**src/sv/opdec_pkg.sv**
```systemverilog
// ----------------------------------------------------------------------------
// opdec_pkg
// Types, instruction class codes and opcode constants for the opcode decoder.
// ----------------------------------------------------------------------------
package opdec_pkg;

  localparam int AddrW  = 16;
  localparam int ByteW  = 8;
  localparam int ClassW = 6;
  localparam int FieldW = 3;
  localparam int LenW   = 2;

  typedef logic [AddrW-1:0]  addr_t;
  typedef logic [ByteW-1:0]  byte_t;
  typedef logic [ClassW-1:0] class_t;
  typedef logic [FieldW-1:0] field_t;
  typedef logic [LenW-1:0]   len_t;

  typedef struct packed {
    addr_t instr_address;
    byte_t opcode_byte;
    byte_t next_byte;
    byte_t third_byte;
  } window_t;

  typedef struct packed {
    class_t instr_class;
    field_t first_field;
    field_t second_field;
    addr_t  operand_value;
    len_t   instr_length;
  } result_t;

  // instruction classes
  localparam class_t CLS_NOP      = 6'd0;
  localparam class_t CLS_STOP     = 6'd1;
  localparam class_t CLS_HALT     = 6'd2;
  localparam class_t CLS_DI       = 6'd3;
  localparam class_t CLS_EI       = 6'd4;
  localparam class_t CLS_RET      = 6'd5;
  localparam class_t CLS_RETI     = 6'd6;
  localparam class_t CLS_DAA      = 6'd7;
  localparam class_t CLS_CPL      = 6'd8;
  localparam class_t CLS_SCF      = 6'd9;
  localparam class_t CLS_CCF      = 6'd10;
  localparam class_t CLS_RLCA     = 6'd11;
  localparam class_t CLS_RRCA     = 6'd12;
  localparam class_t CLS_RLA      = 6'd13;
  localparam class_t CLS_RRA      = 6'd14;
  localparam class_t CLS_JP_HL    = 6'd15;
  localparam class_t CLS_LD_SP_HL = 6'd16;
  localparam class_t CLS_LD_R_R   = 6'd17;
  localparam class_t CLS_ALU_R    = 6'd18;
  localparam class_t CLS_LD_R_N   = 6'd19;
  localparam class_t CLS_LD_RR_NN = 6'd20;
  localparam class_t CLS_INC_R    = 6'd21;
  localparam class_t CLS_DEC_R    = 6'd22;
  localparam class_t CLS_INC_RR   = 6'd23;
  localparam class_t CLS_DEC_RR   = 6'd24;
  localparam class_t CLS_ADD_HL   = 6'd25;
  localparam class_t CLS_PUSH     = 6'd26;
  localparam class_t CLS_POP      = 6'd27;
  localparam class_t CLS_ALU_N    = 6'd28;
  localparam class_t CLS_JR       = 6'd29;
  localparam class_t CLS_JR_CC    = 6'd30;
  localparam class_t CLS_JP       = 6'd31;
  localparam class_t CLS_JP_CC    = 6'd32;
  localparam class_t CLS_CALL     = 6'd33;
  localparam class_t CLS_CALL_CC  = 6'd34;
  localparam class_t CLS_RET_CC   = 6'd35;
  localparam class_t CLS_RST      = 6'd36;
  localparam class_t CLS_ST_ABS   = 6'd37;
  localparam class_t CLS_LD_ABS   = 6'd38;
  localparam class_t CLS_ST_SP    = 6'd39;
  localparam class_t CLS_LDH_ST   = 6'd40;
  localparam class_t CLS_LDH_LD   = 6'd41;
  localparam class_t CLS_ST_C     = 6'd42;
  localparam class_t CLS_LD_C     = 6'd43;
  localparam class_t CLS_ST_RR    = 6'd44;
  localparam class_t CLS_LD_RR    = 6'd45;
  localparam class_t CLS_ADD_SP   = 6'd46;
  localparam class_t CLS_LD_HL_SP = 6'd47;
  localparam class_t CLS_CB_SHIFT = 6'd48;
  localparam class_t CLS_BIT      = 6'd49;
  localparam class_t CLS_RES      = 6'd50;
  localparam class_t CLS_SET      = 6'd51;
  localparam class_t CLS_DATA     = 6'd52;

  // single opcodes
  localparam byte_t OP_NOP      = 8'h00;
  localparam byte_t OP_STOP     = 8'h10;
  localparam byte_t OP_HALT     = 8'h76;
  localparam byte_t OP_DI       = 8'hF3;
  localparam byte_t OP_EI       = 8'hFB;
  localparam byte_t OP_RET      = 8'hC9;
  localparam byte_t OP_RETI     = 8'hD9;
  localparam byte_t OP_DAA      = 8'h27;
  localparam byte_t OP_CPL      = 8'h2F;
  localparam byte_t OP_SCF      = 8'h37;
  localparam byte_t OP_CCF      = 8'h3F;
  localparam byte_t OP_RLCA     = 8'h07;
  localparam byte_t OP_RRCA     = 8'h0F;
  localparam byte_t OP_RLA      = 8'h17;
  localparam byte_t OP_RRA      = 8'h1F;
  localparam byte_t OP_JP_HL    = 8'hE9;
  localparam byte_t OP_LD_SP_HL = 8'hF9;
  localparam byte_t OP_JR       = 8'h18;
  localparam byte_t OP_JP       = 8'hC3;
  localparam byte_t OP_CALL     = 8'hCD;
  localparam byte_t OP_ST_ABS   = 8'hEA;
  localparam byte_t OP_LD_ABS   = 8'hFA;
  localparam byte_t OP_ST_SP    = 8'h08;
  localparam byte_t OP_LDH_ST   = 8'hE0;
  localparam byte_t OP_LDH_LD   = 8'hF0;
  localparam byte_t OP_ST_C     = 8'hE2;
  localparam byte_t OP_LD_C     = 8'hF2;
  localparam byte_t OP_ADD_SP   = 8'hE8;
  localparam byte_t OP_LD_HL_SP = 8'hF8;
  localparam byte_t OP_PREFIX   = 8'hCB;

  // group masks and patterns
  localparam byte_t MASK_R3   = 8'hC7;
  localparam byte_t MASK_P2   = 8'hCF;
  localparam byte_t MASK_CC   = 8'hE7;
  localparam byte_t RST_MASK  = 8'h38;
  localparam byte_t PAT_LD_N  = 8'h06;
  localparam byte_t PAT_LD_NN = 8'h01;
  localparam byte_t PAT_INC   = 8'h04;
  localparam byte_t PAT_DEC   = 8'h05;
  localparam byte_t PAT_INC2  = 8'h03;
  localparam byte_t PAT_DEC2  = 8'h0B;
  localparam byte_t PAT_ADDHL = 8'h09;
  localparam byte_t PAT_PUSH  = 8'hC5;
  localparam byte_t PAT_POP   = 8'hC1;
  localparam byte_t PAT_ALU_N = 8'hC6;
  localparam byte_t PAT_JR_CC = 8'h20;
  localparam byte_t PAT_JP_CC = 8'hC2;
  localparam byte_t PAT_CL_CC = 8'hC4;
  localparam byte_t PAT_RT_CC = 8'hC0;
  localparam byte_t PAT_RST   = 8'hC7;
  localparam byte_t PAT_ST_RR = 8'h02;
  localparam byte_t PAT_LD_RR = 8'h0A;

  // top two bits select the register-transfer, ALU and prefix groups
  localparam logic [1:0] GRP_LD  = 2'b01;
  localparam logic [1:0] GRP_ALU = 2'b10;
  localparam logic [1:0] CB_SHIFT = 2'b00;
  localparam logic [1:0] CB_BIT   = 2'b01;
  localparam logic [1:0] CB_RES   = 2'b10;

  localparam byte_t HIGH_PAGE = 8'hFF;

  localparam len_t LEN1 = 2'd1;
  localparam len_t LEN2 = 2'd2;
  localparam len_t LEN3 = 2'd3;

endpackage

```
**src/sv/opdec_if.sv**
```systemverilog
// ----------------------------------------------------------------------------
// opdec_if
// Valid/ready channels for instruction windows and decoded results.
// ----------------------------------------------------------------------------
interface opdec_in_if;
  logic          valid;
  logic          ready;
  logic [15:0]   instr_address;
  logic [7:0]    opcode_byte;
  logic [7:0]    next_byte;
  logic [7:0]    third_byte;

  modport source (output valid, instr_address, opcode_byte, next_byte, third_byte,
                  input ready);
  modport sink   (input valid, instr_address, opcode_byte, next_byte, third_byte,
                  output ready);
endinterface

interface opdec_out_if;
  logic          valid;
  logic          ready;
  logic [5:0]    instr_class;
  logic [2:0]    first_field;
  logic [2:0]    second_field;
  logic [15:0]   operand_value;
  logic [1:0]    instr_length;

  modport source (output valid, instr_class, first_field, second_field,
                  operand_value, instr_length, input ready);
  modport sink   (input valid, instr_class, first_field, second_field,
                  operand_value, instr_length, output ready);
endinterface

```
**src/sv/opdec_decode.sv**
```systemverilog
// ----------------------------------------------------------------------------
// opdec_decode
// Priority decode of one instruction window into class, fields, operand, length.
// ----------------------------------------------------------------------------
module opdec_decode (
  input  opdec_pkg::window_t win,
  output opdec_pkg::result_t res
);
  import opdec_pkg::*;

  byte_t  op;
  byte_t  n;
  addr_t  nn;
  addr_t  disp;
  addr_t  rel;
  field_t r3;
  field_t lo3;
  field_t c2;
  field_t p2;

  assign op   = win.opcode_byte;
  assign n    = win.next_byte;
  assign nn   = {win.third_byte, win.next_byte};
  assign disp = {{(AddrW-ByteW){n[ByteW-1]}}, n};
  // relative target: address past the two-byte instruction plus displacement
  assign rel  = win.instr_address + addr_t'(LEN2) + disp;
  assign r3   = op[5:3];
  assign lo3  = op[2:0];
  assign c2   = {1'b0, op[4:3]};
  assign p2   = {1'b0, op[5:4]};

  always_comb begin
    res = '0;
    res.instr_length = LEN1;
    case (op)
      OP_NOP:      res.instr_class = CLS_NOP;
      OP_STOP: begin
        res.instr_class  = CLS_STOP;
        res.instr_length = LEN2;
      end
      OP_HALT:     res.instr_class = CLS_HALT;
      OP_DI:       res.instr_class = CLS_DI;
      OP_EI:       res.instr_class = CLS_EI;
      OP_RET:      res.instr_class = CLS_RET;
      OP_RETI:     res.instr_class = CLS_RETI;
      OP_DAA:      res.instr_class = CLS_DAA;
      OP_CPL:      res.instr_class = CLS_CPL;
      OP_SCF:      res.instr_class = CLS_SCF;
      OP_CCF:      res.instr_class = CLS_CCF;
      OP_RLCA:     res.instr_class = CLS_RLCA;
      OP_RRCA:     res.instr_class = CLS_RRCA;
      OP_RLA:      res.instr_class = CLS_RLA;
      OP_RRA:      res.instr_class = CLS_RRA;
      OP_JP_HL:    res.instr_class = CLS_JP_HL;
      OP_LD_SP_HL: res.instr_class = CLS_LD_SP_HL;
      default: begin
        if (op[7:6] == GRP_LD) begin
          res.instr_class  = CLS_LD_R_R;
          res.first_field  = r3;
          res.second_field = lo3;
        end else if (op[7:6] == GRP_ALU) begin
          res.instr_class  = CLS_ALU_R;
          res.first_field  = r3;
          res.second_field = lo3;
        end else if ((op & MASK_R3) == PAT_LD_N) begin
          res.instr_class   = CLS_LD_R_N;
          res.first_field   = r3;
          res.operand_value = addr_t'(n);
          res.instr_length  = LEN2;
        end else if ((op & MASK_P2) == PAT_LD_NN) begin
          res.instr_class   = CLS_LD_RR_NN;
          res.first_field   = p2;
          res.operand_value = nn;
          res.instr_length  = LEN3;
        end else if ((op & MASK_R3) == PAT_INC) begin
          res.instr_class = CLS_INC_R;
          res.first_field = r3;
        end else if ((op & MASK_R3) == PAT_DEC) begin
          res.instr_class = CLS_DEC_R;
          res.first_field = r3;
        end else if ((op & MASK_P2) == PAT_INC2) begin
          res.instr_class = CLS_INC_RR;
          res.first_field = p2;
        end else if ((op & MASK_P2) == PAT_DEC2) begin
          res.instr_class = CLS_DEC_RR;
          res.first_field = p2;
        end else if ((op & MASK_P2) == PAT_ADDHL) begin
          res.instr_class = CLS_ADD_HL;
          res.first_field = p2;
        end else if ((op & MASK_P2) == PAT_PUSH) begin
          res.instr_class = CLS_PUSH;
          res.first_field = p2;
        end else if ((op & MASK_P2) == PAT_POP) begin
          res.instr_class = CLS_POP;
          res.first_field = p2;
        end else if ((op & MASK_R3) == PAT_ALU_N) begin
          res.instr_class   = CLS_ALU_N;
          res.first_field   = r3;
          res.operand_value = addr_t'(n);
          res.instr_length  = LEN2;
        end else if (op == OP_JR) begin
          res.instr_class   = CLS_JR;
          res.operand_value = rel;
          res.instr_length  = LEN2;
        end else if ((op & MASK_CC) == PAT_JR_CC) begin
          res.instr_class   = CLS_JR_CC;
          res.first_field   = c2;
          res.operand_value = rel;
          res.instr_length  = LEN2;
        end else if (op == OP_JP) begin
          res.instr_class   = CLS_JP;
          res.operand_value = nn;
          res.instr_length  = LEN3;
        end else if ((op & MASK_CC) == PAT_JP_CC) begin
          res.instr_class   = CLS_JP_CC;
          res.first_field   = c2;
          res.operand_value = nn;
          res.instr_length  = LEN3;
        end else if (op == OP_CALL) begin
          res.instr_class   = CLS_CALL;
          res.operand_value = nn;
          res.instr_length  = LEN3;
        end else if ((op & MASK_CC) == PAT_CL_CC) begin
          res.instr_class   = CLS_CALL_CC;
          res.first_field   = c2;
          res.operand_value = nn;
          res.instr_length  = LEN3;
        end else if ((op & MASK_CC) == PAT_RT_CC) begin
          res.instr_class = CLS_RET_CC;
          res.first_field = c2;
        end else if ((op & MASK_R3) == PAT_RST) begin
          res.instr_class   = CLS_RST;
          res.operand_value = addr_t'(op & RST_MASK);
        end else if (op == OP_ST_ABS) begin
          res.instr_class   = CLS_ST_ABS;
          res.operand_value = nn;
          res.instr_length  = LEN3;
        end else if (op == OP_LD_ABS) begin
          res.instr_class   = CLS_LD_ABS;
          res.operand_value = nn;
          res.instr_length  = LEN3;
        end else if (op == OP_ST_SP) begin
          res.instr_class   = CLS_ST_SP;
          res.operand_value = nn;
          res.instr_length  = LEN3;
        end else if (op == OP_LDH_ST) begin
          res.instr_class   = CLS_LDH_ST;
          res.operand_value = {HIGH_PAGE, n};
          res.instr_length  = LEN2;
        end else if (op == OP_LDH_LD) begin
          res.instr_class   = CLS_LDH_LD;
          res.operand_value = {HIGH_PAGE, n};
          res.instr_length  = LEN2;
        end else if (op == OP_ST_C) begin
          res.instr_class = CLS_ST_C;
        end else if (op == OP_LD_C) begin
          res.instr_class = CLS_LD_C;
        end else if ((op & MASK_P2) == PAT_ST_RR) begin
          res.instr_class = CLS_ST_RR;
          res.first_field = p2;
        end else if ((op & MASK_P2) == PAT_LD_RR) begin
          res.instr_class = CLS_LD_RR;
          res.first_field = p2;
        end else if (op == OP_ADD_SP) begin
          res.instr_class   = CLS_ADD_SP;
          res.operand_value = disp;
          res.instr_length  = LEN2;
        end else if (op == OP_LD_HL_SP) begin
          res.instr_class   = CLS_LD_HL_SP;
          res.operand_value = disp;
          res.instr_length  = LEN2;
        end else if (op == OP_PREFIX) begin
          case (n[7:6])
            CB_SHIFT: res.instr_class = CLS_CB_SHIFT;
            CB_BIT:   res.instr_class = CLS_BIT;
            CB_RES:   res.instr_class = CLS_RES;
            default:  res.instr_class = CLS_SET;
          endcase
          res.first_field  = n[5:3];
          res.second_field = n[2:0];
          res.instr_length = LEN2;
        end else begin
          // undefined opcode shows up as a data byte
          res.instr_class   = CLS_DATA;
          res.operand_value = addr_t'(op);
        end
      end
    endcase
  end

endmodule

```
**src/sv/eight_bit_opcode_decoder.sv**
```systemverilog
// ----------------------------------------------------------------------------
// eight_bit_opcode_decoder
// Two-register pipeline around the opcode decode: window register, result
// register, one item per cycle while decoded does not stall.
//
//   channel   role    payload
//   instr     sink    instr_address, opcode_byte, next_byte, third_byte
//   decoded   source  instr_class, first_field, second_field,
//                     operand_value, instr_length
//
// an item accepted on instr passes the window register and then the result
// register, from which it is offered on decoded
// sustained rate is one item per cycle while decoded does not stall, set by the single decode stage
// rst is synchronous and empties both registers
// a stall on decoded holds the result register; the window register keeps
// taking an item as long as one of the two registers has room
// ----------------------------------------------------------------------------
module eight_bit_opcode_decoder (
  input logic        clk,
  input logic        rst,
  opdec_in_if.sink   instr,
  opdec_out_if.source decoded
);
  import opdec_pkg::*;

  logic    win_valid;
  window_t win;
  logic    res_valid;
  result_t res;
  result_t res_next;
  logic    res_load;
  logic    win_load;

  opdec_decode u_decode (
    .win (win),
    .res (res_next)
  );

  assign res_load    = !res_valid || decoded.ready;
  assign win_load    = !win_valid || res_load;
  assign instr.ready = win_load;

  always_ff @(posedge clk) begin
    if (rst) begin
      win_valid <= 1'b0;
      res_valid <= 1'b0;
    end else begin
      if (win_load) begin
        win_valid <= instr.valid;
      end
      if (res_load) begin
        res_valid <= win_valid;
      end
    end
  end

  always_ff @(posedge clk) begin
    if (win_load && instr.valid) begin
      win.instr_address <= instr.instr_address;
      win.opcode_byte   <= instr.opcode_byte;
      win.next_byte     <= instr.next_byte;
      win.third_byte    <= instr.third_byte;
    end
    if (res_load && win_valid) begin
      res <= res_next;
    end
  end

  assign decoded.valid         = res_valid;
  assign decoded.instr_class   = res.instr_class;
  assign decoded.first_field   = res.first_field;
  assign decoded.second_field  = res.second_field;
  assign decoded.operand_value = res.operand_value;
  assign decoded.instr_length  = res.instr_length;

  // a window held back by a full result register stays put
  a_win_hold: assert property (@(posedge clk) disable iff (rst)
    (win_valid && !res_load) |=> (win_valid && $stable(win)))
    else $error("window register lost an item while stalled");

  // a decoded window always lands in the result register
  a_win_to_res: assert property (@(posedge clk) disable iff (rst)
    (win_valid && res_load) |=> res_valid)
    else $error("decoded item dropped");

  // every result carries a length of one to three bytes
  a_len_range: assert property (@(posedge clk) disable iff (rst)
    res_valid |-> (res.instr_length != 2'd0))
    else $error("zero instruction length");

  // data bytes are one byte long with empty fields
  a_data_byte: assert property (@(posedge clk) disable iff (rst)
    (res_valid && res.instr_class == CLS_DATA) |->
      (res.instr_length == LEN1 && res.first_field == '0 && res.second_field == '0))
    else $error("malformed data byte result");

endmodule
```
**src/flat_wrapper.sv**
```systemverilog
// flat-port wrapper written by rule: the top's interface ports become plain ports
module eight_bit_opcode_decoder_flat import opdec_pkg::*;
  (clk, rst, instr_valid, instr_instr_address, instr_opcode_byte, instr_next_byte, instr_third_byte, instr_ready, decoded_valid, decoded_instr_class, decoded_first_field, decoded_second_field, decoded_operand_value, decoded_instr_length, decoded_ready);
  opdec_in_if instr_i ();
  opdec_out_if decoded_i ();
  input logic clk;
  input logic rst;
  input wire logic [$bits(instr_i.valid)-1:0] instr_valid;
  input wire logic [$bits(instr_i.instr_address)-1:0] instr_instr_address;
  input wire logic [$bits(instr_i.opcode_byte)-1:0] instr_opcode_byte;
  input wire logic [$bits(instr_i.next_byte)-1:0] instr_next_byte;
  input wire logic [$bits(instr_i.third_byte)-1:0] instr_third_byte;
  output wire logic [$bits(instr_i.ready)-1:0] instr_ready;
  output wire logic [$bits(decoded_i.valid)-1:0] decoded_valid;
  output wire logic [$bits(decoded_i.instr_class)-1:0] decoded_instr_class;
  output wire logic [$bits(decoded_i.first_field)-1:0] decoded_first_field;
  output wire logic [$bits(decoded_i.second_field)-1:0] decoded_second_field;
  output wire logic [$bits(decoded_i.operand_value)-1:0] decoded_operand_value;
  output wire logic [$bits(decoded_i.instr_length)-1:0] decoded_instr_length;
  input wire logic [$bits(decoded_i.ready)-1:0] decoded_ready;
  assign instr_i.valid = instr_valid;
  assign instr_i.instr_address = instr_instr_address;
  assign instr_i.opcode_byte = instr_opcode_byte;
  assign instr_i.next_byte = instr_next_byte;
  assign instr_i.third_byte = instr_third_byte;
  assign instr_ready = instr_i.ready;
  assign decoded_valid = decoded_i.valid;
  assign decoded_instr_class = decoded_i.instr_class;
  assign decoded_first_field = decoded_i.first_field;
  assign decoded_second_field = decoded_i.second_field;
  assign decoded_operand_value = decoded_i.operand_value;
  assign decoded_instr_length = decoded_i.instr_length;
  assign decoded_i.ready = decoded_ready;
  eight_bit_opcode_decoder u_core (.clk(clk), .rst(rst), .instr(instr_i), .decoded(decoded_i));
endmodule
```
**config.mk**
```make
export PLATFORM = sky130hd
export DESIGN_NAME = eight_bit_opcode_decoder_flat
export DESIGN_NICKNAME = d
export VERILOG_FILES = /design/src/sv/opdec_pkg.sv /design/src/sv/opdec_if.sv /design/src/sv/opdec_decode.sv /design/src/sv/eight_bit_opcode_decoder.sv /design/src/flat_wrapper.sv
export SDC_FILE = /design/constraint.sdc
export NUM_CORES = 1
export LEC_CHECK = 0
export BUFFER_PORTS_ARGS = -buffer_cell sky130_fd_sc_hd__buf_4
export CORE_MARGIN = 2
export CORE_UTILIZATION = 50
export CTS_BUF_LIST = sky130_fd_sc_hd__clkbuf_8
export DETAILED_ROUTE_END_ITERATION = 7
export GPL_TIMING_DRIVEN = 0
export PLACE_DENSITY = 0.84
export REMOVE_ABC_BUFFERS = 1
export SLEW_MARGIN = 5
export SYNTH_ARGS = -nofsm -noshare
export SYNTH_HDL_FRONTEND = slang
export SYNTH_HIERARCHICAL = 1
export SYNTH_SLANG_ARGS = --single-unit
```
**constraint.sdc**
```tcl
create_clock -name clk -period 3.2 [get_ports clk]
set_clock_uncertainty 0.2 [all_clocks]
set_input_delay 0.32 -clock clk [delete_from_list [all_inputs] [get_ports clk]]
set_output_delay 0.32 -clock clk [all_outputs]
set_load 0.05 [all_outputs]
```
Yosys cells after proc, flatten, opt, wreduce, memory -nomap -nowiden
Index checks and enable logic that the tools add are counted.
Cells by class
  $add $sub $neg: 2
  equality and inequality tests: 50
  muxes and demuxes: 198
  reduce and logical (&&, ||, !) cells: 12
Operators with widths (count)
  two-way mux 18 bit: 32
  two-way mux 6 bit: 85
  two-way mux 9 bit: 46
  two-way mux 21 bit: 10
  equality test 8 bit (second input constant): 17
  case mux 6 bit (17 select lines): 1
  two-way mux 24 bit: 2
  equality test 8 x 5 -> 1 bit (second input constant): 4
  equality test 8 x 6 -> 1 bit (second input constant): 4
  equality test 6 bit (second input constant): 5
  equality test 6 x 4 -> 1 bit (second input constant): 4
  two-way mux 12 bit: 2
  two-way mux 8 bit: 3
  two-way mux 3 bit: 7
  OR reduction 20 bit: 1
  OR reduction 19 bit: 1
  OR reduction 17 bit: 1
  adder 16 bit: 1
  adder 16 x 2 -> 16 bit (second input constant): 1
  equality test 8 x 4 -> 1 bit (second input constant): 2
  two-way mux 16 bit: 1
  OR reduction 16 bit: 1
  equality test 5 x 3 -> 1 bit (second input constant): 3
  equality test 6 x 2 -> 1 bit (second input constant): 2
  16 further kinds: 26
Storage, ports and cells
  register bits after elaboration: 72
  logic and storage cells: 274

Logic depth before layout (Yosys ltp)
Gate-level depths: netlist of run 1.
  depth after elaboration: 128
  depth in mapped cells: 11

Cells and area by module
The synthesis of run 1 kept the hierarchy.
Modules (own cells, without submodules)
  opdec_decode: times used 1, cells an instance 402, area an instance 2742.6 um^2
  eight_bit_opcode_decoder: times used 1, cells an instance 80, area an instance 2205.9 um^2

Least setup slack after synthesis of run 1
OpenSTA, ideal clock, no wires.
  path type: register -> register
  start: reg, netlist name u_core/win[9]
  end: reg u_core.res, in the netlist u_core/decoded.operand_value[15] (data pin)
  library setup time: 263 ps
  arrival time: 2537 ps
  slack: 200 ps
  cell stages (with the launch flop): 12
  buffers on the path: 0
  cell sequence: edfxtp_1 > inv_1 > ha_1 > inv_1 > ha_1 > fa_1 > a211oi_1 > o21ai_0 > a2111oi_0 > o21ai_0 > xnor2_1 > o21ai_0
On the way
  cells in the longest elaborated chain, start to end: 12
RTL lines
  adder 16 bit *: line opdec_decode.sv:26  | assign rel = win.instr_address + addr_t'(LEN2) + disp;
  two-way mux 18 bit: line opdec_decode.sv:105  | end else if ((op & MASK_CC) == PAT_JR_CC) begin
  two-way mux 18 bit *: line opdec_decode.sv:101  | end else if (op == OP_JR) begin
  two-way mux 18 bit *: line opdec_decode.sv:96  | end else if ((op & MASK_R3) == PAT_ALU_N) begin
  two-way mux 21 bit *: line opdec_decode.sv:93  | end else if ((op & MASK_P2) == PAT_POP) begin
  two-way mux 21 bit *: line opdec_decode.sv:90  | end else if ((op & MASK_P2) == PAT_PUSH) begin
  two-way mux 21 bit *: line opdec_decode.sv:87  | end else if ((op & MASK_P2) == PAT_ADDHL) begin
  two-way mux 21 bit *: line opdec_decode.sv:84  | end else if ((op & MASK_P2) == PAT_DEC2) begin
  two-way mux 21 bit *: line opdec_decode.sv:81  | end else if ((op & MASK_P2) == PAT_INC2) begin
  two-way mux 21 bit *: line opdec_decode.sv:78  | end else if ((op & MASK_R3) == PAT_DEC) begin
  two-way mux 21 bit *: line opdec_decode.sv:75  | end else if ((op & MASK_R3) == PAT_INC) begin
  two-way mux 18 bit *: line opdec_decode.sv:70  | end else if ((op & MASK_P2) == PAT_LD_NN) begin
  end signal: assignment: line eight_bit_opcode_decoder.sv:65  | res <= res_next;
  end: declaration: line eight_bit_opcode_decoder.sv:29  | result_t res;
Every way passes the cells marked *; elsewhere a longest branch is shown, timed or not.
A chain may end at the register's enable or synchronous reset.

Final worst setup path of run 1
  start: reg, netlist name u_core/win[18]
  end: reg u_core.res, in the netlist u_core/decoded.operand_value[0] (data pin)
On the way
  cells in the longest elaborated chain, start to end: 48
RTL lines
  equality test 8 bit: line opdec_decode.sv:172  | end else if (op == OP_PREFIX) begin
  two-way mux 8 bit: line opdec_decode.sv:172
  two-way mux 18 bit: line opdec_decode.sv:168  | end else if (op == OP_LD_HL_SP) begin
  two-way mux 18 bit: line opdec_decode.sv:164  | end else if (op == OP_ADD_SP) begin
  two-way mux 21 bit: line opdec_decode.sv:161  | end else if ((op & MASK_P2) == PAT_LD_RR) begin
  two-way mux 21 bit: line opdec_decode.sv:158  | end else if ((op & MASK_P2) == PAT_ST_RR) begin
  two-way mux 24 bit: line opdec_decode.sv:156  | end else if (op == OP_LD_C) begin
  two-way mux 24 bit: line opdec_decode.sv:154  | end else if (op == OP_ST_C) begin
  (+32 left out)
  two-way mux 21 bit: line opdec_decode.sv:90
  two-way mux 21 bit: line opdec_decode.sv:87
  two-way mux 21 bit: line opdec_decode.sv:84
  two-way mux 21 bit: line opdec_decode.sv:81
  two-way mux 21 bit: line opdec_decode.sv:78
  two-way mux 21 bit: line opdec_decode.sv:75
  two-way mux 18 bit: line opdec_decode.sv:70
  two-way mux 10 bit: line opdec_decode.sv:65  | end else if ((op & MASK_R3) == PAT_LD_N) begin
Parallel ways exist; a longest one is shown, timed or not. The select of a mux whose other input is x is not followed.

==> flow_metrics.tcl, run 1 <==
set metrics [dict create \
    outcome "finished, final reports clean" \
    htreeDepth 3 \
    cts_tree "built" \
    period_share_pct 98.36 \
    drive_above_1_share_pct 22.92 \
    cts.clk_slew.worst_paths_ns 0.08 \
    io-pin-count 76 \
    detailedRoute.firstIterationViolations 638 \
    timing.critical_path.to_type "flop" \
    dp_slack_ns -0.4313 \
    max_slew.worst_pin.slew_ns 0.9383 \
    initial_utilization_pct 51.10 \
    crit_top_cell "nor2_1" \
    stdcell_count 735 \
    intPower_uw 1746 \
    slew_violations 0 \
    setup_repair_after_global_routing_missed_its_margin "no" \
    synth.cell_area_sq_mm 0.004948 \
    seqPwrFrac_pct 45.3 \
    cpLargestDelayFamily "simple AND/OR/NAND/NOR gates" \
    route.antenna.remaining_nets 0 \
    dieArea_sq_mm 0.01071 \
    hold_path_class "in2reg" \
    detailed_place_hpwl_mm 9.496 \
    synthToLayoutAreaGrowth_pct 27.03 \
    placeableCoreArea_sq_mm 0.009684 \
    setup_viol 0 \
    worst_endpoint_required_time_ns 3.11 \
    nNetsFinal 672 \
    clk-insertion-delay-late_ns 0.35 \
    number_of_synthesis_warnings 6 \
    cts_num_sinks 72 \
    tritoncts.num_buffers 9 \
    setup.worst_path.start_class "flop" \
    layout.core_utilization_pct 64.91 \
    clockRootBuffer "clkbuf_8" \
    power_frac_clock_pct 26.9 \
    totalWireLength_mm 14.94 \
    period_needed_ns 3.148 \
    count_of_inserted_antenna_diode_cells 0 \
    synth.area.top_cells "edfxtp_1 42%, ha_1 7.3%, o21ai_0 3.9%, a21oi_1 3.3%, nor2_1 2.4%" \
    grt_use_total_pct 27.81 \
    grt_pass1_wl_mm 22.11 \
    switching_share_pct 31.74 \
    floorplan.die.width_um 103.5 \
    crit_path_cell_trace "nor2_1 -> nand2_1 -> nor2_1 -> or3_1 -> o31ai_1 -> a32o_1" \
    synth.ff_latch_count 72 \
    viasPerCell 6.322 \
    ir_worst_vdd_uv 272.0 \
    ys_seq_area_share_pct 43.29 \
    syn-instance-count 482 \
    via_count 4647 \
    avgSynthCellArea_sq_um 10.27 \
    crit_arrival_ns 3.05 \
    global_route.overflow_total 0 \
    grt_max_degree 41 \
    std_cell_rows 36 \
    synth.largest_area_cell "edfxtp_1" \
    slowest_cell_on_crit_path "edfxtp_1" \
    gpl.final_weighted_congestion 0.9626 \
    max_cap_violations 0 \
    placedCellCount 660 \
    share_comb_of_total_power_pct 27.8 \
    ffs_w_async_s_r_synth_pct 0 \
    critPathKind "reg2reg" \
    via_count_of_the_first_global_routing_pass 4238 \
    antenna_violations_before_repair 0 \
    static_leak_uw 0.002442 \
    switching_component_of_the_power_uw 811.7 \
    worst_hold_slack_ns 0.08530 \
    hold_violations 0 \
    detailedRoute.firstPassIterationCount 6 \
    ctsLongestPathBuffers 2 \
    synth.distinct_cells 83 \
    routed_length_per_placed_instance_um 20.32 \
    power_density_mw_per_mm2 406.9 \
    placement.io_buffers 75 \
    fin_ws_ns 0.05243 \
    synth_top_area_share_pct 42.48 \
    count_of_flip_flops_with_a_built_in_enable_after_synthesis 70 \
    die_h_um 103.5 \
    total_power_uw 2558 \
    max-slew-margin-rel_pct 37.45 \
    route.detailed.drc 0 \
    timing_limited_maximum_frequency_mhz 317.7 \
    worst_path_largest_cell_delay_ns 0.70 \
    path_max_fanout 17 \
    path_buf_inv 0 \
    fillers 759 \
    ys_dominant_reg_cell "edfxtp_1" \
]
worst paths after layout:
| check | from | endpoint | slack [ns] | depth (start not counted) |
|---|---|---|---|---|
| setup / recovery | u_core/win[18] | u_core/decoded.operand_value[0] | 0.05 | 6 |
| hold / removal | decoded_ready | u_core/decoded.valid | 0.09 | 3 |
| setup reg to reg | u_core/win[18] | u_core/decoded.operand_value[0] | 0.05 | 6 |
| hold reg to reg | u_core/win_valid | u_core/decoded.valid | 0.32 | 2 |
timing repair:
| item | CTS | global route |
|---|---|---|
| gates resized for setup | 5 | 5 |
| hold endpoints to repair | 42 | 0 |
| buffers inserted | 8 | 10 |
| pin swaps | 1 | 2 |
| gates cloned | 0 | 0 |
| hold buffers | 42 | 0 |
| endpoints found under the setup margin | 25 | 13 |
power by group through the flow:
stage	Combinational (uW)	Clock, uW	Sequential (uW)
after floorplan	326	0	1260
after global routing	758	738	1160
after global placement	571	0	1200
after detailed placement	583	0	1200
after CTS	662	700	1170
final	711	687	1160
area by class of cell:
class	instances	area, sq um	share of cell area [%]
clock buffer	9	123.9	1.971
clock inverter	6	62.56	0.9952
multi-input combinational	366	2597	41.32
timing repair buffer	135	1141	18.15
sequential	72	2142	34.08
inverter	14	52.55	0.8360
tap	133	166.4	2.647
Yosys cell counts (all sizes together), types with 5 or more instances:
cell	number
buf	26
xnor2	8
a21oi	39
o21a	5
edfxtp	70
a21o	9
nand2	26
a2111oi	5
nand3	16
xor2	5
a22oi	6
o211ai	5
nor3	24
ha	29
nand2b	7
and2	6
or4	5
inv	14
o22ai	5
a221oi	5
nor2	32
a31oi	5
a211oi	8
o21ai	44
tightest hold or removal path, delay by kind of cell:
family / cells / cell delay (ns)
AO/OA/AOI/OAI: 1 / 0.07
buffers and inverters: 1 / 0.08
AND/OR/NAND/NOR: 1 / 0.13
cells by family after synthesis:
family,count (synthesis),share of synthesized area [%]
and+or+nand+nor,154,18.23
xor gates and xnor gates,13,2.301
adders and majority gates,30,7.737
buffers and inverters,44,4.677
muxes,3,0.6321
DFF,72,43.29
AOI/OAI and AO/OA,166,23.14
flip-flops by register name (all words and copies together), names as in the netlist:
name,cells
u_core/decoded.instr_class,6
u_core/decoded.second_field,3
u_core/decoded.first_field,3
u_core/win,40
u_core/win_valid,1
u_core/decoded.operand_value,16
u_core/decoded.valid,1
u_core/decoded.instr_length,2
per-layer routing:
metal	routed length (um)	global-route usage, %
met1	5714	36.46
met2	6910	44.22
met3	1753	7.460
met4	560	10.53
met5	0	0
per-stage QoR:
stage,setup TNS (ns),instance area [sq um]
global route,0,6286
floorplan,0,4770
detailed placement,-5.071,5499
finish,0,6286
global placement,-5.330,5499
CTS,0,6196
cells in the final DEF, fill, tap and decap left out, types with 3 or more instances in the layout:
master	synthesis	layout
nand2b_1	7	7
a21oi_2	6	6
nor2b_1	3	3
inv_1	13	14
o21ai_0	39	37
a211o_1	4	4
a221oi_1	5	5
buf_4	4	88
xnor2_1	8	8
a21oi_1	33	33
dlygate4sd3_1	0	42
nand4_1	3	3
clkbuf_8	0	9
and2b_1	4	4
nor3b_1	3	3
a32o_1	3	3
nor3_1	22	22
a2111oi_2	2	3
nand3_1	15	15
o21a_1	5	5
o211ai_1	5	5
nor2_1	32	31
or4_1	4	4
o22ai_1	5	5
a211oi_1	8	7
a21o_1	9	9
o21bai_1	3	3
edfxtp_1	70	70
xor2_1	5	5
ha_1	29	29
o21ai_1	5	6
a31oi_1	4	4
nand2_1	25	25
and2_1	4	3
a22oi_1	6	6
buf_6	4	4
No activity file was read; power rests on OpenSTA's default activity.
==> inputs of run 2 (changes only) <==
--- a/config.mk
+++ b/config.mk
@@ -6,6 +6,7 @@
 export NUM_CORES = 1
 export LEC_CHECK = 0
 export BUFFER_PORTS_ARGS = -buffer_cell sky130_fd_sc_hd__buf_4
+export CAP_MARGIN = 30
 export CORE_MARGIN = 2
 export CORE_UTILIZATION = 50
 export CTS_BUF_LIST = sky130_fd_sc_hd__clkbuf_8
==> constraint.sdc (replaced) <==
create_clock -name clk -period 2.5 [get_ports clk]
set_clock_uncertainty 0.2 [all_clocks]
set_input_delay 0.25 -clock clk [delete_from_list [all_inputs] [get_ports clk]]
set_output_delay 0.25 -clock clk [all_outputs]
set_load 0.05 [all_outputs]
==> run 2 against run 1 <==
The flow now finishes with violations (negative setup slack). Routed wire length rose by 14%. Setup slack got worse by 0.49 ns. Non-clock buffer count rose by 39. Maximum frequency rose by 7.0%. Power rose by 40%. Register-to-register slack got worse by 0.49 ns. Final cell count rose by 5.4%. Critical path type unchanged. Critical endpoint is now u_core/decoded.operand_value[7]. Largest cell class unchanged.
==> flow_metrics.tcl, run 2 (same netlist as run 1, synthesis figures left out) <==
set metrics [dict create \
    global_route.usage.met3_pct 9.005 \
    r2r_cells 12 \
    grt_use_total_pct 31.04 \
    setup_repair_after_global_routing_missed_its_margin "yes" \
    period_share_pct 117.7 \
    switching_component_of_the_power_uw 1189 \
    nNetsFinal 711 \
    grt_max_degree 41 \
    route.detailed.drc 0 \
    cts_tree "built" \
    cts_num_sinks 72 \
    placeableCoreArea_sq_mm 0.009684 \
    static_leak_uw 0.002733 \
    outcome "finished with violations" \
    hold_end "u_core/win[28]" \
    antenna_violations_before_repair 0 \
    reg2reg_to "u_core/decoded.operand_value[7]" \
    final_cell_mix "123 x buf_4, 70 x edfxtp_1, 43 x dlygate4sd3_1" \
    ff2ff_setup_slack_ns -0.44 \
    detailedRoute.firstIterationViolations 698 \
    detailedRoute.firstPassIterationCount 6 \
    tritoncts.num_buffers 9 \
    final_design_area_no_fill_sq_mm 0.007177 \
    power_density_mw_per_mm2 499.8 \
    timing.critical_path.to_type "flop" \
    mostFrequentLayoutCell "buf_4" \
    cts.clk_slew.worst_paths_ns 0.08 \
    intPower_uw 2399 \
    die_h_um 103.5 \
    clockRootBuffer "clkbuf_8" \
    io-pin-count 76 \
    setup.worst_path.start_class "flop" \
    drive_above_1_share_pct 38.07 \
    hold-path-cell-count 2 \
    path_max_fanout 2 \
    placed_area_sq_mm 0.005589 \
    max_cap_violations 0 \
    gpl.final_weighted_congestion 0.9626 \
    grt_use_met2_pct 49.83 \
    holdCritStartpoint "instr_valid" \
    slew_violations 0 \
    timing_limited_maximum_frequency_mhz 339.9 \
    fillers 595 \
    total_power_uw 3587 \
    share_comb_of_total_power_pct 34.8 \
    globalRouteMet1Util_pct 38.74 \
    detailed_place_hpwl_mm 9.664 \
    fin_ws_ns -0.4425 \
    max_slew.worst_pin.slew_ns 0.6919 \
    failed_checks "negative setup slack" \
    switching_share_pct 33.13 \
    route.antenna.remaining_nets 0 \
    via_count_of_the_first_global_routing_pass 4672 \
    registers.top_by_ff_count "u_core/win" \
    critPathKind "reg2reg" \
    dieArea_sq_mm 0.01071 \
    crit_arrival_ns 2.89 \
    worstSetupStartpoint "u_core/win[9]" \
    hold_path_class "in2reg" \
    power_frac_clock_pct 24.9 \
    clk-insertion-delay-late_ns 0.36 \
    global_route.overflow_total 0 \
    worst_endpoint_required_time_ns 2.45 \
    seqPwrFrac_pct 40.4 \
    max-slew-margin-rel_pct 53.87 \
    grt_pass1_wl_mm 24.66 \
    htreeDepth 3 \
    timing.rr.start "u_core/win[9]" \
    grt_busiest_layer "met2" \
    period_needed_ns 2.942 \
    floorplan.die.width_um 103.5 \
    synthToLayoutAreaGrowth_pct 45.03 \
    totalWireLength_mm 17.07 \
    std_cell_rows 36 \
    viasPerCell 6.480 \
    setup_viol 13 \
    largest_reg_flops 40 \
    hold_violations 0 \
    placement.io_buffers 75 \
    ir_worst_vdd_uv 371.8 \
    routed_length_per_placed_instance_um 22.03 \
    initial_utilization_pct 51.10 \
    ctsLongestPathBuffers 2 \
    via_count 5022 \
]
[run 2: worst max-delay path by stage]
| stage | slack [ns] | endpoint |
|---|---|---|
| floorplan | -0.50 | u_core/decoded.operand_value[15] |
| global placement | -1.17 | u_core/decoded.instr_class[0] |
| detailed placement | -0.92 | u_core/decoded.operand_value[15] |
| CTS | -0.37 | u_core/decoded.operand_value[15] |
| global route | -0.55 | u_core/decoded.operand_value[7] |
| finish | -0.44 | u_core/decoded.operand_value[7] |
[run 2: through the flow]
step | utilization, % | hold WS, ns | instances | setup slack, ns | setup TNS (ns)
finish | 74.11 | 0.3311 | 775 | -0.4425 | -3.695
global route | 74.08 | 0.3387 | 774 | -0.5511 | -4.950
CTS | 69.75 | 0.3061 | 762 | -0.3665 | -2.070
detailed placement | 57.71 | 0.2265 | 664 | -0.9176 | -13.78
global placement | 56.78 | 0.2152 | 660 | -1.166 | -24.78
floorplan | - | 0.1124 | 452 | -0.5001 | -6.083
[run 2: layout make-up]
cell class / instances / area [sq um] / share of cell area, %
multi-input combinational: 366 / 3142 / 43.78
sequential: 72 / 2142 / 29.85
timing repair buffer: 174 / 1485 / 20.69
tap: 133 / 166.4 / 2.319
clock buffer: 9 / 123.9 / 1.726
clock inverter: 6 / 62.56 / 0.8717
inverter: 14 / 52.55 / 0.7322
antenna: 1 / 2.502 / 0.03487
[run 2: power groups by stage]
stage / Sequential [uW] / Combinational (uW) / Clock, uW
floorplan: 1610 / 417 / 0
global route: 1450 / 1300 / 953
detailed placement: 1520 / 780 / 0
CTS: 1450 / 1030 / 895
global placement: 1530 / 731 / 0
finish: 1450 / 1250 / 892
[run 2: timing repair]
item,CTS,global route
resized for setup,54,67
hold endpoints to repair,42,0
buffers inserted,40,13
pin swaps,27,25
setup endpoints to repair,28,19
hold buffers,43,0
[run 2: critical path, stage by stage, from the launching register on]
cell and delay (ns):
edfxtp_1 0.36, inv_1 0.05, ha_1 0.28, inv_2 0.04, ha_4 0.16, fa_2 0.39, a211oi_4 0.33, buf_4 0.19
o21bai_4 0.07, a21oi_2 0.16, xnor2_1 0.14, nor2_1 0.10, a2111oi_4 0.27
[run 2: layer usage]
layer / wire length, um / up-vias / share of wire (%)
met5: 0 / - / 0
met4: 875 / 0 / 5.1
met3: 1862 / 96 / 11
met2: 8061 / 391 / 47
met1: 6273 / 2351 / 37
li1: - / 2184 / -
==> inputs of run 3 (changes only) <==
--- a/config.mk
+++ b/config.mk
@@ -7,7 +7,7 @@
 export LEC_CHECK = 0
 export BUFFER_PORTS_ARGS = -buffer_cell sky130_fd_sc_hd__buf_4
 export CAP_MARGIN = 30
-export CORE_MARGIN = 2
+export CORE_MARGIN = 10
 export CORE_UTILIZATION = 50
 export CTS_BUF_LIST = sky130_fd_sc_hd__clkbuf_8
 export DETAILED_ROUTE_END_ITERATION = 7
==> run 3 against run 2 <==
Critical path type unchanged. The flow still finishes with violations (negative setup slack). Critical endpoint is now u_core/decoded.operand_value[13]. Critical path depth down 1. Register-to-register slack worse by 0.03 ns. Setup slack worse by 0.027 ns.
==> flow_metrics.tcl, run 3 (same netlist as run 1, synthesis figures left out) <==
set metrics [dict create \
    outcome "finished with violations" \
    failed_checks "negative setup slack" \
    seqPwrFrac_pct 42.2 \
    count_of_inserted_antenna_diode_cells 0 \
    placement.io_buffers 75 \
    viasPerCell 6.571 \
    cts.clk_slew.worst_paths_ns 0.08 \
    via_count 5132 \
    cts_tree "built" \
    hold_violations 0 \
    share_comb_of_total_power_pct 34.4 \
    detailedRoute.firstPassIterationCount 6 \
    period_needed_ns 2.969 \
    static_leak_uw 0.002752 \
    grt_use_total_pct 23.36 \
    crit_arrival_ns 2.90 \
    routed_length_per_placed_instance_um 22.59 \
    detailedRoute.firstIterationViolations 577 \
    std_cell_rows 36 \
    critPathKind "reg2reg" \
    hold_path_class "reg2reg" \
    grt_pass1_wl_mm 26.75 \
    registers.top_by_ff_count "u_core/win" \
    fin_ws_ns -0.4690 \
    mostFrequentLayoutCell "buf_4" \
    path_max_fanout 4 \
    antenna_violations_before_repair 0 \
    stdcell_count 781 \
    max-slew-margin-rel_pct 54.33 \
    period_share_pct 118.8 \
    setup_viol 14 \
    initial_utilization_pct 50.86 \
    dieArea_sq_mm 0.01428 \
    max_cap_violations 0 \
    timing_limited_maximum_frequency_mhz 336.8 \
    htreeDepth 3 \
    cts_num_sinks 72 \
    setup-tns-final_ns -3.884 \
    tritoncts.num_buffers 9 \
    ir_worst_vdd_uv 329.0 \
    totalWireLength_mm 17.64 \
    clockRootBuffer "clkbuf_8" \
    switching_share_pct 33.90 \
    timing.critical_path.to_type "flop" \
    setup.worst_path.start_class "flop" \
    clk-insertion-delay-late_ns 0.37 \
    placeableCoreArea_sq_mm 0.009729 \
    largest_reg_flops 40 \
    via_count_of_the_first_global_routing_pass 4912 \
    intPower_uw 2269 \
    nNetsFinal 717 \
    slew_violations 0 \
    max_slew.worst_pin.slew_ns 0.6851 \
    grt_max_degree 41 \
    worst_hold_slack_ns 0.2935 \
    synthToLayoutAreaGrowth_pct 43.19 \
    power_density_mw_per_mm2 484.4 \
    ctsLongestPathBuffers 2 \
    detailed_place_hpwl_mm 10.41 \
    drive_above_1_share_pct 37.50 \
    gpl.final_weighted_congestion 0.9759 \
    route.detailed.drc 0 \
    worst_endpoint_required_time_ns 2.43 \
    power_frac_clock_pct 23.4 \
    setup_repair_after_global_routing_missed_its_margin "yes" \
    floorplan.die.width_um 119.5 \
    global_route.overflow_total 0 \
    route.antenna.remaining_nets 0 \
    io-pin-count 76 \
    placedCellCount 664 \
    switching_component_of_the_power_uw 1164 \
    final_cell_mix "128 x buf_4, 70 x edfxtp_1, 43 x dlygate4sd3_1" \
    die_h_um 119.5 \
]
==> run 3: cell types whose count changed in the layout (fill, tap and decap cells not counted), sizes merged <==
| cell | previous run | this run |
|---|---|---|
| bufinv | 1 | 0 |
| diode | 1 | 0 |
| clkinv | 2 | 4 |
| buf | 131 | 136 |
| clkinvlp | 2 | 3 |
| inv | 15 | 14 |
| clkbuf | 9 | 10 |
==> run 3: cell type report <==
cell class / instances / area (sq um)
clock buffer: 9 / 123.9
clock inverter: 7 / 40.04
fill: 674 / 2644
inverter: 14 / 56.30
multi-input combinational: 366 / 3030
sequential: 72 / 2142
tap: 133 / 166.4
timing repair buffer: 180 / 1526
==> run 3: metrics by stage <==
| stage | setup slack [ns] | power, uW | instance area (sq um) | util (%) |
|---|---|---|---|---|
| after global placement | -1.284 | 2265 | 5499 | 56.52 |
| after CTS | -0.4574 | 3282 | 6711 | 68.98 |
| after global routing | -0.6110 | 3567 | 7086 | 72.83 |
| final | -0.4690 | 3432 | 7086 | 72.83 |
| after floorplan | -0.5001 | 2024 | 4770 | - |
| after detailed placement | -1.118 | 2300 | 5577 | 57.32 |
==> run 3: worst max-delay path, cell delays in order, from the launching register on <==
cell and delay (ns):
edfxtp_1 0.37, inv_1 0.06, ha_1 0.30, inv_2 0.05, ha_4 0.16, fa_2 0.38, a211oi_4 0.29, o21ai_2 0.14
a211o_1 0.33, a21oi_2 0.14, xor2_1 0.21, o21ai_1 0.09
==> run 3: what timing repair did <==
| item | CTS | global route |
|---|---|---|
| hold buffers | 43 | 0 |
| pin swaps | 23 | 20 |
| hold endpoints to repair | 42 | 0 |
| resized for setup | 60 | 45 |
| setup buffers | 38 | 19 |
| gates cloned | 0 | 1 |
| endpoints found under the setup margin | 29 | 23 |
==> run 3: power groups by stage <==
stage                     registers (uW)  logic [uW]  clock network, uW
after global routing                1460        1240                868
after global placement              1530         735                  0
final                               1450        1180                802
after floorplan                     1610         417                  0
after detailed placement            1520         784                  0
after CTS                           1450        1030                802
==> run 3: per-layer routing <==
metal	up-vias	track usage, %	wire [um]	part of all wire, %
li1	2203	-	-	-
met1	2406	28.53	6307	36
met2	424	38.62	8346	47
met3	99	5.338	2130	12
met4	0	10.18	859	4.9
met5	-	0	0	0
==> run 3: final timing paths <==
| check | cells after the start | end | slack, ns | from |
|---|---|---|---|---|
| setup / recovery | 11 | u_core/decoded.operand_value[13] | -0.47 | u_core/win[9] |
| hold / removal | 2 | u_core/decoded.valid | 0.29 | u_core/win_valid |
| setup reg to reg | 11 | u_core/decoded.operand_value[13] | -0.47 | u_core/win[9] |
| hold reg to reg | 2 | u_core/decoded.valid | 0.29 | u_core/win_valid |
